===== src/hw/rtl/sdeq_pkg.sv =====
// ----------------------------------------------------------------------------
// sdeq_pkg
// Shared types, codes and defaults for the sorted double-ended queue.
// ----------------------------------------------------------------------------
package sdeq_pkg;

  localparam int CAPACITY_DEF = 64;
  localparam int KEY_BITS_DEF = 32;
  localparam int ID_BITS_DEF  = 8;

  // command codes
  localparam logic [1:0] CMD_INSERT  = 2'd0;
  localparam logic [1:0] CMD_POP_MIN = 2'd1;
  localparam logic [1:0] CMD_POP_MAX = 2'd2;
  localparam logic [1:0] CMD_QUERY   = 2'd3;

  // status codes
  localparam logic [1:0] ST_OK    = 2'd0;
  localparam logic [1:0] ST_EMPTY = 2'd1;
  localparam logic [1:0] ST_FULL  = 2'd2;

  typedef struct packed {
    logic [1:0]  command;
    logic [31:0] exec_time;
    logic [7:0]  process_id;
  } in_item_t;

  typedef struct packed {
    logic [1:0]  status;
    logic [7:0]  out_process_id;
    logic [31:0] out_exec_time;
    logic        is_empty;
  } out_item_t;

  // controller -> datapath
  typedef struct packed {
    logic latch;    // capture the accepted transaction
    logic decode;   // resolve trivial cases, issue first read
    logic walk;     // one step of the insertion walk
    logic pop;      // capture popped entry
    logic respond;  // move result into output register
  } ctl_cmd_t;

  // datapath -> controller
  typedef struct packed {
    logic need_walk;
    logic need_pop;
    logic walk_done;
    logic out_free;
  } dp_sts_t;

endpackage


===== src/hw/rtl/sdeq_ram.sv =====
// ----------------------------------------------------------------------------
// sdeq_ram
// Generic single-write, single-read RAM with registered read data.
// ----------------------------------------------------------------------------
module sdeq_ram #(
  parameter int WIDTH = 8,
  parameter int DEPTH = 64
) (
  input  logic                     clk,
  input  logic                     wr_en,
  input  logic [$clog2(DEPTH)-1:0] wr_addr,
  input  logic [WIDTH-1:0]         wr_data,
  input  logic [$clog2(DEPTH)-1:0] rd_addr,
  output logic [WIDTH-1:0]         rd_data
);

  logic [WIDTH-1:0] mem [DEPTH];

  always_ff @(posedge clk) begin
    if (wr_en) begin
      mem[wr_addr] <= wr_data;
    end
    rd_data <= mem[rd_addr];
  end

endmodule


===== src/hw/rtl/sdeq_ctrl.sv =====
// ----------------------------------------------------------------------------
// sdeq_ctrl
// Sequencer: accept, decode, insertion walk or pop read, respond.
// ----------------------------------------------------------------------------
module sdeq_ctrl (
  input  logic              clk,
  input  logic              rst_n,
  input  logic              in_valid,
  output logic              in_ready,
  input  sdeq_pkg::dp_sts_t sts,
  output sdeq_pkg::ctl_cmd_t cmd
);

  typedef enum logic [2:0] {
    S_IDLE,
    S_DECODE,
    S_WALK,
    S_POP,
    S_RESP
  } state_t;

  state_t state_r, state_nxt;
  logic   in_ready_r;

  assign in_ready = in_ready_r;

  always_comb begin
    state_nxt = state_r;
    cmd       = '0;
    case (state_r)
      S_IDLE: begin
        if (in_valid && in_ready_r) begin
          cmd.latch = 1'b1;
          state_nxt = S_DECODE;
        end
      end
      S_DECODE: begin
        cmd.decode = 1'b1;
        if (sts.need_walk) begin
          state_nxt = S_WALK;
        end else if (sts.need_pop) begin
          state_nxt = S_POP;
        end else begin
          state_nxt = S_RESP;
        end
      end
      S_WALK: begin
        cmd.walk = 1'b1;
        if (sts.walk_done) begin
          state_nxt = S_RESP;
        end
      end
      S_POP: begin
        cmd.pop   = 1'b1;
        state_nxt = S_RESP;
      end
      S_RESP: begin
        if (sts.out_free) begin
          cmd.respond = 1'b1;
          state_nxt   = S_IDLE;
        end
      end
      default: begin
        state_nxt = S_IDLE;
      end
    endcase
  end

  always_ff @(posedge clk) begin
    if (!rst_n) begin
      state_r    <= S_IDLE;
      in_ready_r <= 1'b0;
    end else begin
      state_r    <= state_nxt;
      in_ready_r <= (state_nxt == S_IDLE);
    end
  end

endmodule


===== src/hw/rtl/sdeq_dp.sv =====
// ----------------------------------------------------------------------------
// sdeq_dp
// Datapath: ring pointers, entry count, insertion walk, result registers.
// ----------------------------------------------------------------------------
module sdeq_dp #(
  parameter int CAPACITY = sdeq_pkg::CAPACITY_DEF,
  parameter int KEY_BITS = sdeq_pkg::KEY_BITS_DEF,
  parameter int ID_BITS  = sdeq_pkg::ID_BITS_DEF
) (
  input  logic                clk,
  input  logic                rst_n,
  input  sdeq_pkg::in_item_t  in_data,
  output logic                out_valid,
  input  logic                out_ready,
  output sdeq_pkg::out_item_t out_data,
  input  sdeq_pkg::ctl_cmd_t  cmd,
  output sdeq_pkg::dp_sts_t   sts
);

  localparam int PW = $clog2(CAPACITY);
  localparam int CW = $clog2(CAPACITY + 1);
  localparam int DW = KEY_BITS + ID_BITS;
  localparam logic [PW-1:0] LAST = PW'(CAPACITY - 1);

  logic [1:0]          item_cmd_r;
  logic [KEY_BITS-1:0] key_r;
  logic [ID_BITS-1:0]  id_r;

  logic [CW-1:0] count_r, count_nxt;
  logic [PW-1:0] head_r, head_nxt;
  logic [PW-1:0] tail_r, tail_nxt;
  logic [PW-1:0] w_r, w_nxt;
  logic [CW-1:0] rem_r, rem_nxt;

  sdeq_pkg::out_item_t res_r, res_nxt;
  sdeq_pkg::out_item_t out_r;
  logic                out_valid_r;

  logic [PW-1:0] rd_addr, wr_addr;
  logic [DW-1:0] rd_data, wr_data;
  logic          wr_en;

  logic [KEY_BITS-1:0] rd_key;
  logic [ID_BITS-1:0]  rd_id;
  logic [63:0]         key_in_ext, key_out_ext;
  logic [31:0]         id_in_ext, id_out_ext;

  logic [PW-1:0] tail_prev, w_prev, w_prev2, head_next, tail_next;
  logic          full, empty, place;

  function automatic logic [PW-1:0] ring_prev(input logic [PW-1:0] p);
    ring_prev = (p == '0) ? LAST : p - PW'(1);
  endfunction

  function automatic logic [PW-1:0] ring_next(input logic [PW-1:0] p);
    ring_next = (p == LAST) ? '0 : p + PW'(1);
  endfunction

  sdeq_ram #(
    .WIDTH (DW),
    .DEPTH (CAPACITY)
  ) u_ram (
    .clk     (clk),
    .wr_en   (wr_en),
    .wr_addr (wr_addr),
    .wr_data (wr_data),
    .rd_addr (rd_addr),
    .rd_data (rd_data)
  );

  // field width adaptation
  assign key_in_ext  = 64'(in_data.exec_time);
  assign id_in_ext   = 32'(in_data.process_id);
  assign rd_key      = rd_data[KEY_BITS-1:0];
  assign rd_id       = rd_data[DW-1:KEY_BITS];
  assign key_out_ext = 64'(rd_key);
  assign id_out_ext  = 32'(rd_id);

  assign tail_prev = ring_prev(tail_r);
  assign w_prev    = ring_prev(w_r);
  assign w_prev2   = ring_prev(w_prev);
  assign head_next = ring_next(head_r);
  assign tail_next = ring_next(tail_r);

  assign full  = (count_r == CW'(CAPACITY));
  assign empty = (count_r == '0);
  // stop when nothing left below, or the entry below is not bigger
  assign place = (rem_r == '0) || (rd_key <= key_r);

  assign sts.need_walk = (item_cmd_r == sdeq_pkg::CMD_INSERT) && !full;
  assign sts.need_pop  = ((item_cmd_r == sdeq_pkg::CMD_POP_MIN) ||
                          (item_cmd_r == sdeq_pkg::CMD_POP_MAX)) && !empty;
  assign sts.walk_done = place;
  assign sts.out_free  = !out_valid_r || out_ready;

  always_comb begin
    count_nxt = count_r;
    head_nxt  = head_r;
    tail_nxt  = tail_r;
    w_nxt     = w_r;
    rem_nxt   = rem_r;
    res_nxt   = res_r;
    rd_addr   = tail_prev;
    wr_en     = 1'b0;
    wr_addr   = w_r;
    wr_data   = {id_r, key_r};

    res_nxt.out_process_id = '0;
    res_nxt.out_exec_time  = '0;

    if (cmd.decode) begin
      res_nxt.status   = sdeq_pkg::ST_OK;
      res_nxt.is_empty = empty;
      case (item_cmd_r)
        sdeq_pkg::CMD_INSERT: begin
          if (full) begin
            res_nxt.status = sdeq_pkg::ST_FULL;
          end
          w_nxt   = tail_r;
          rem_nxt = count_r;
          rd_addr = tail_prev;
        end
        sdeq_pkg::CMD_POP_MIN: begin
          if (empty) begin
            res_nxt.status = sdeq_pkg::ST_EMPTY;
          end
          rd_addr = head_r;
        end
        sdeq_pkg::CMD_POP_MAX: begin
          if (empty) begin
            res_nxt.status = sdeq_pkg::ST_EMPTY;
          end
          rd_addr = tail_prev;
        end
        default: begin
          res_nxt.status = sdeq_pkg::ST_OK;
        end
      endcase
    end

    if (cmd.walk) begin
      wr_en = 1'b1;
      if (place) begin
        wr_data          = {id_r, key_r};
        count_nxt        = count_r + CW'(1);
        tail_nxt         = tail_next;
        res_nxt.status   = sdeq_pkg::ST_OK;
        res_nxt.is_empty = 1'b0;
      end else begin
        // move the bigger entry up one slot, fetch the next one down
        wr_data = rd_data;
        w_nxt   = w_prev;
        rem_nxt = rem_r - CW'(1);
        rd_addr = w_prev2;
      end
    end

    if (cmd.pop) begin
      res_nxt.status         = sdeq_pkg::ST_OK;
      res_nxt.out_process_id = id_out_ext[7:0];
      res_nxt.out_exec_time  = key_out_ext[31:0];
      res_nxt.is_empty       = (count_r == CW'(1));
      count_nxt              = count_r - CW'(1);
      if (item_cmd_r == sdeq_pkg::CMD_POP_MIN) begin
        head_nxt = head_next;
      end else begin
        tail_nxt = tail_prev;
      end
    end
  end

  // payload registers
  always_ff @(posedge clk) begin
    if (cmd.latch) begin
      item_cmd_r <= in_data.command;
      key_r      <= key_in_ext[KEY_BITS-1:0];
      id_r       <= id_in_ext[ID_BITS-1:0];
    end
    if (cmd.decode || cmd.walk || cmd.pop) begin
      res_r <= res_nxt;
    end
    if (cmd.respond) begin
      out_r <= res_r;
    end
    w_r   <= w_nxt;
    rem_r <= rem_nxt;
  end

  // control state
  always_ff @(posedge clk) begin
    if (!rst_n) begin
      count_r     <= '0;
      head_r      <= '0;
      tail_r      <= '0;
      out_valid_r <= 1'b0;
    end else begin
      count_r <= count_nxt;
      head_r  <= head_nxt;
      tail_r  <= tail_nxt;
      if (cmd.respond) begin
        out_valid_r <= 1'b1;
      end else if (out_ready) begin
        out_valid_r <= 1'b0;
      end
    end
  end

  assign out_valid = out_valid_r;
  assign out_data  = out_r;

endmodule


===== src/hw/rtl/sorted_double_ended_queue.sv =====
// ----------------------------------------------------------------------------
// sorted_double_ended_queue
// Double-ended priority queue kept as a sorted ring in RAM.
// ----------------------------------------------------------------------------
// Usage:
//   in_*  : valid/ready channel carrying one command per transaction
//           (insert, pop smallest, pop biggest, query empty).
//   out_* : valid/ready channel, exactly one result transaction per command.
//   Entries live in a ring buffer in one RAM, ascending from head to tail.
//   Pop smallest advances head, pop biggest retreats tail; a pop goes
//   through decode, pop read and respond states before out_valid rises.
//   Query and rejected commands skip the pop read. Insert walks down from
//   the tail one entry per cycle, moving each bigger key up one slot until
//   a key <= the new one is found. The single RAM read/write port pair sets
//   this one-entry-per-cycle walk. Equal keys keep arrival order.
//   One command is in flight at a time; in_ready rises again once the result
//   sits in the output register, so the next command can be taken while
//   the previous result may still wait for out_ready.
//   Reset (rst_n low, synchronous) empties the queue at once; in_ready is
//   low during reset and rises in the cycle after it. RAM contents are not
//   cleared, and an entry's read data is never used before it is written.
//   A stalled receiver holds the result in the output register; the next
//   result waits in the datapath until the register frees up.
// ----------------------------------------------------------------------------
module sorted_double_ended_queue #(
  parameter int CAPACITY = sdeq_pkg::CAPACITY_DEF,
  parameter int KEY_BITS = sdeq_pkg::KEY_BITS_DEF,
  parameter int ID_BITS  = sdeq_pkg::ID_BITS_DEF
) (
  input  logic                clk,
  input  logic                rst_n,
  input  logic                in_valid,
  output logic                in_ready,
  input  sdeq_pkg::in_item_t  in_data,
  output logic                out_valid,
  input  logic                out_ready,
  output sdeq_pkg::out_item_t out_data
);

  // command/status bundles between sequencer and datapath
  sdeq_pkg::ctl_cmd_t cmd;
  sdeq_pkg::dp_sts_t  sts;

  sdeq_ctrl u_ctrl (
    .clk      (clk),
    .rst_n    (rst_n),
    .in_valid (in_valid),
    .in_ready (in_ready),
    .sts      (sts),
    .cmd      (cmd)
  );

  sdeq_dp #(
    .CAPACITY (CAPACITY),
    .KEY_BITS (KEY_BITS),
    .ID_BITS  (ID_BITS)
  ) u_dp (
    .clk       (clk),
    .rst_n     (rst_n),
    .in_data   (in_data),
    .out_valid (out_valid),
    .out_ready (out_ready),
    .out_data  (out_data),
    .cmd       (cmd),
    .sts       (sts)
  );

endmodule


===== config.mk =====
export PLATFORM = sky130hd
export DESIGN_NAME = sorted_double_ended_queue
export DESIGN_NICKNAME = d
export VERILOG_FILES = /design/src/hw/rtl/sdeq_pkg.sv /design/src/hw/rtl/sdeq_ram.sv /design/src/hw/rtl/sdeq_ctrl.sv /design/src/hw/rtl/sdeq_dp.sv /design/src/hw/rtl/sorted_double_ended_queue.sv
export SDC_FILE = /design/constraint.sdc
export NUM_CORES = 2
export LEC_CHECK = 0
export BUFFER_PORTS_ARGS = -buffer_cell sky130_fd_sc_hd__buf_2
export CORE_AREA = 2 2 518 520
export CTS_CLUSTER_DIAMETER = 60
export DETAILED_ROUTE_END_ITERATION = 10
export DIE_AREA = 0 0 520 522
export HOLD_SLACK_MARGIN = 0.06
export MAX_ROUTING_LAYER = met4
export PLACE_DENSITY = 0.62
export SLEW_MARGIN = 20
export SYNTH_ARGS = -nofsm -noshare
export SYNTH_HDL_FRONTEND = slang
export SYNTH_HIERARCHICAL = 1
export SYNTH_SLANG_ARGS = --single-unit

===== constraint.sdc =====
create_clock -name clk -period 7.7 [get_ports clk]
set_input_delay 2.31 -clock clk [delete_from_list [all_inputs] [get_ports clk]]
set_output_delay 2.31 -clock clk [all_outputs]
set_load 0.05 [all_outputs]

==> reports/results.tsv <==
stage	metric	value	unit
outcome	outcome	finished, violations left	
outcome	violations	DRC	
cells_and_area	fillers	22059	
clock_tree	cts_tree	yes	
cells_and_area	final_nets	5315	
logic_synthesis	synth-edff-count	2688	
logic_synthesis	synthArstFlopShare	0	
global_route	antenna_found_initial	6	
flow_run	max_cap_violations	0	
sta	post-route-period-util	0.858	
sta	hold_ws	0.409	ns
sta	fin_tns_setup	0	ns
clock_tree	cts_root_buffer	clkbuf_16	
logic_synthesis	ys_ff_latch	2765	
sta	setup_viol	0	
logic_synthesis	synthXorXnorAreaFrac	0.00157	
logic_synthesis	yosys_warnings	6	
drt	routed_via_density	5.90	
sta	fin_worst_skew	0.0583	ns
placement	dp_hpwl	150000	µm
floorplanning	die_area	271000	µm²
min_path	hp-class	register to register	
floorplanning	die_width	520	µm
clock_tree	cts_sinks	2765	
critical_path	rrSetupSlack	1.09	ns
floorplanning	die_height	522	µm
logic_synthesis	yosys.area_share.simple	0.0231	
floorplanning	core_area	266000	µm²
sta	tightestPinTransition	1.23	ns
critical_path	r2r-start	u_dp/u_ram/rd_data[26]$_DFF_P_	
cells_and_area	layout-drive-gt1-share	0.268	
logic_synthesis	synth_compound_area_frac	0.0328	
cells_and_area	syn_to_final_growth	14.1	%
logic_synthesis	synth_fa_ha_area_frac	0.00555	
sta	rsz0062_at_grt	false	
drt	dr.pass1.iters	9	
clock_tree	post-cts-setup-buffers	0	
critical_path	cp_top_family	simple AND/OR/NAND/NOR gates	
global_route	grt_pass1_vias	52323	
sta	final_hold_viol_count	0	
placement	port_buffers	90	
min_path	hp-start	u_dp/res_r[10]$_SDFFCE_PN0P_	
critical_path	cp.required	8.52	ns
drt	wirelength	277000	µm
pwr	power.leakage	39.1	nW
sta	max_freq	0.151	GHz
drt	wire_per_inst	30.8	µm
logic_synthesis	syn-num-nets	5010	
pwr	power_density	256	nW/µm²
critical_path	critPathBufInv	3	
critical_path	cp-end-kind	register	
logic_synthesis	synth_top_family_by_area	multiplexers	
logic_synthesis	netlist_area	106000	µm²
clock_tree	clkTransAtPathRegs	0.06	ns
min_path	hold_end	u_dp/out_data[10]$_DFFE_PP_	
critical_path	r2r_cells	15	
floorplanning	initial_core_util	0.398	
drt	postRouteAntennaNets	0	
global_route	grt.total_usage	0.208	
critical_path	cpMaxStageDelayCell	nor4_1	
critical_path	cp_max_fo	25	
drt	vias	52969	
global_route	grt_start_max_net_pins	130	
logic_synthesis	synth_area_per_cell	21.5	µm²
critical_path	slowest_delay	0.86	ns
logic_synthesis	ys_seq_area_frac	0.776	
clock_tree	cts_resized	0	
drt	drtIter0Drc	6877	
sta	slew_violations	0	
floorplanning	boundaryPins	91	
sta	period_needed	6.61	ns
global_route	grt_pass1_wl	393000	µm
critical_path	crit_arrival	7.43	ns
clock_tree	cts_buffers	289	
logic_synthesis	synth_mux_area_frac	0.146	
pwr	vdd_ir_drop_max	166	µV
critical_path	startpoint_type	register	
placement	gp_congestion	0.833	
logic_synthesis	synth.distinct_cells	79	
logic_synthesis	synth_top_flop_cell	edfxtp_1	
critical_path	path_cells	ha_1, nand4_1, nor4_4, nor3b_2, o31ai_2, a21oi_4, nor2_1, a31oi_4, buf_12, buf_12, buf_4, mux4_2, o22ai_1, nor4_1, o22a_1	
critical_path	crit_top_cell	buf_12	
clock_tree	h-tree-depth	5	
clock_tree	cts.path.max_buffers	4	
logic_synthesis	syn_inst	4917	
drt	drc	16	
sta	relSlewSlack	0.181	
min_path	hold_depth	0	
floorplanning	rows	190	
critical_path	crit_type	register to register	
clock_tree	hold_buffers	0	
global_route	grt-ovfl-total	0	
clock_tree	worstSkewPairLatency	0.92	ns
critical_path	worstReg2RegEnd	u_dp/u_ram/rd_data[0]$_DFF_P_	
-- worst reg2reg max path: stages (launching register included) --
cell	delay, ns
dfxtp_1	0.39
ha_1	0.35
nand4_1	0.31
nor4_4	0.48
nor3b_2	0.33
o31ai_2	0.15
a21oi_4	0.80
nor2_1	0.22
a31oi_4	0.82
buf_12	0.30
buf_12	0.24
buf_4	0.52
mux4_2	0.37
o22ai_1	0.08
nor4_1	0.86
o22a_1	0.31
-- cells by family (layout without fill, tap and decap cells) --
group / count (synthesis) / count (layout)
compound gates: 514 / 514
xor+xnor: 19 / 19
fa+ha+maj: 47 / 47
buf+inv: 319 / 824
flops: 2765 / 2765
mux: 774 / 774
other cells: 0 / 4
simple gates: 479 / 479
-- worst max path at each step --
stage                                endpoint                            from  slack [ns]  cells after the start
5_1_grt         u_dp/u_ram/rd_data[9]$_DFF_P_        u_dp/key_r[27]$_DFFE_PP_        0.74                     15
2_1_floorplan  u_dp/u_ram/mem[0][0]$_DFFE_PP_        u_dp/key_r[30]$_DFFE_PP_        2.50                      9
3_3_place_gp   u_dp/u_ram/rd_data[11]$_DFF_P_  u_dp/u_ram/rd_data[26]$_DFF_P_        0.54                     14
4_1_cts         u_dp/u_ram/rd_data[0]$_DFF_P_  u_dp/u_ram/rd_data[26]$_DFF_P_        0.93                     15
6_report        u_dp/u_ram/rd_data[0]$_DFF_P_  u_dp/u_ram/rd_data[26]$_DFF_P_        1.09                     15
3_5_place_dp    u_dp/u_ram/rd_data[9]$_DFF_P_  u_dp/u_ram/rd_data[26]$_DFF_P_        0.96                     14
-- synthesized netlist by cell type (3+ instances only) --
cell type / count / area (µm²)
edfxtp_1: 2688 / 80700
mux4_2: 608 / 13700
o22ai_1: 143 / 895
nor2_1: 138 / 518
mux2i_1: 118 / 1180
nand2_1: 103 / 387
a21oi_1: 97 / 485
clkbuf_1: 95 / 357
buf_2: 87 / 435
dfxtp_1: 77 / 1540
buf_4: 55 / 413
inv_1: 52 / 195
and2_1: 48 / 300
ha_1: 47 / 588
o21ai_1: 47 / 235
mux2_2: 45 / 507
o221ai_1: 43 / 377
nor4_1: 38 / 238
a221oi_1: 35 / 307
nand3_1: 29 / 145
o21ai_0: 26 / 130
o22a_1: 26 / 228
buf_1: 20 / 75.1
nand2b_1: 20 / 125
nor2b_1: 20 / 125
a22oi_1: 19 / 143
nor3_1: 17 / 85.1
a22o_1: 16 / 140
a31oi_1: 14 / 87.6
and3_1: 12 / 75.1
nand4_1: 12 / 75.1
xnor2_1: 11 / 96.3
buf_6: 9 / 101
a211oi_1: 8 / 60.1
o21a_1: 8 / 60.1
or3_1: 8 / 50.1
xor2_1: 8 / 70.1
nand4b_1: 4 / 35.0
o31a_1: 4 / 35.0
or2_2: 4 / 25.0
mux2_1: 3 / 33.8
nand3b_1: 3 / 22.5
nor3b_1: 3 / 22.5
o311a_1: 3 / 30.0
-- area by class of cell --
| type | instances | area, µm² | share of cell area |
|---|---|---|---|
| flip-flops and latches | 2765 | 82300 | 0.681 |
| multi-input cells | 1833 | 23200 | 0.192 |
| clock buffers | 389 | 7850 | 0.0650 |
| well taps | 3552 | 4440 | 0.0368 |
| repair buffers | 280 | 2120 | 0.0176 |
| clock inverters | 102 | 777 | 0.00643 |
| inverters | 53 | 201 | 0.00167 |
| diodes | 4 | 10.0 | 0.0000828 |
-- cells in the final DEF (no fill, tap or decap), drive strengths merged, types with 19 or more instances in the layout --
| cell | synthesis | final |
|---|---|---|
| mux2i | 118 | 118 |
| nor2b | 20 | 20 |
| nor4 | 41 | 41 |
| a221oi | 36 | 36 |
| dfxtp | 77 | 77 |
| o21ai | 74 | 74 |
| nand2 | 103 | 103 |
| nand3 | 29 | 29 |
| o221ai | 43 | 43 |
| a22oi | 19 | 19 |
| clkinv | 1 | 82 |
| nor2 | 139 | 139 |
| nand2b | 20 | 20 |
| clkbuf | 95 | 389 |
| edfxtp | 2688 | 2688 |
| and2 | 48 | 48 |
| ha | 47 | 47 |
| mux4 | 608 | 608 |
| o22ai | 143 | 143 |
| buf | 171 | 280 |
| inv | 52 | 58 |
| o22a | 26 | 26 |
| a21oi | 99 | 99 |
| mux2 | 48 | 48 |
-- flip-flops by register name, indices dropped and copies added, names as in the netlist --
signal / cells
u_dp/count_r: 7
u_dp/u_ram/rd_data: 40
u_ctrl/state_r: 3
u_dp/out_valid: 1
u_dp/u_ram/mem: 2560
u_dp/key_r: 32
u_dp/rem_r: 7
u_ctrl/in_ready: 1
u_dp/out_data: 43
u_dp/item_cmd_r: 2
u_dp/tail_r: 6
u_dp/head_r: 6
u_dp/res_r: 43
u_dp/w_r: 6
u_dp/id_r: 8
-- per-layer routing --
metal,global-route usage,up-vias,wire (µm)
li1,-,21298,-
met1,0.288,28664,114000
met2,0.321,2554,131000
met3,0.0301,453,23400
met4,0.0631,0,8500
met5,-,-,0
-- power by group --
group	total, mW	internal [mW]	switching, mW	leakage (nW)
registers	16.7	16.6	0.103	24.8
logic	1.21	0.382	0.824	10.1
clock network	13.0	7.49	5.52	4.21
total	30.9	24.5	6.45	39.1
-- per-stage QoR --
stage,instances,total power [mW],util,setup slack [ns],area (µm²)
finish,8978,30.9,0.453,1.09,121000
global route,8976,31.8,0.453,0.743,121000
global placement,8476,18.2,0.420,0.544,112000
detailed placement,8482,18.2,0.421,0.958,112000
floorplan,4917,17.7,-,2.50,106000
CTS,8973,31.1,0.453,0.929,121000
Note: power is estimated with default switching activity, not from simulation.
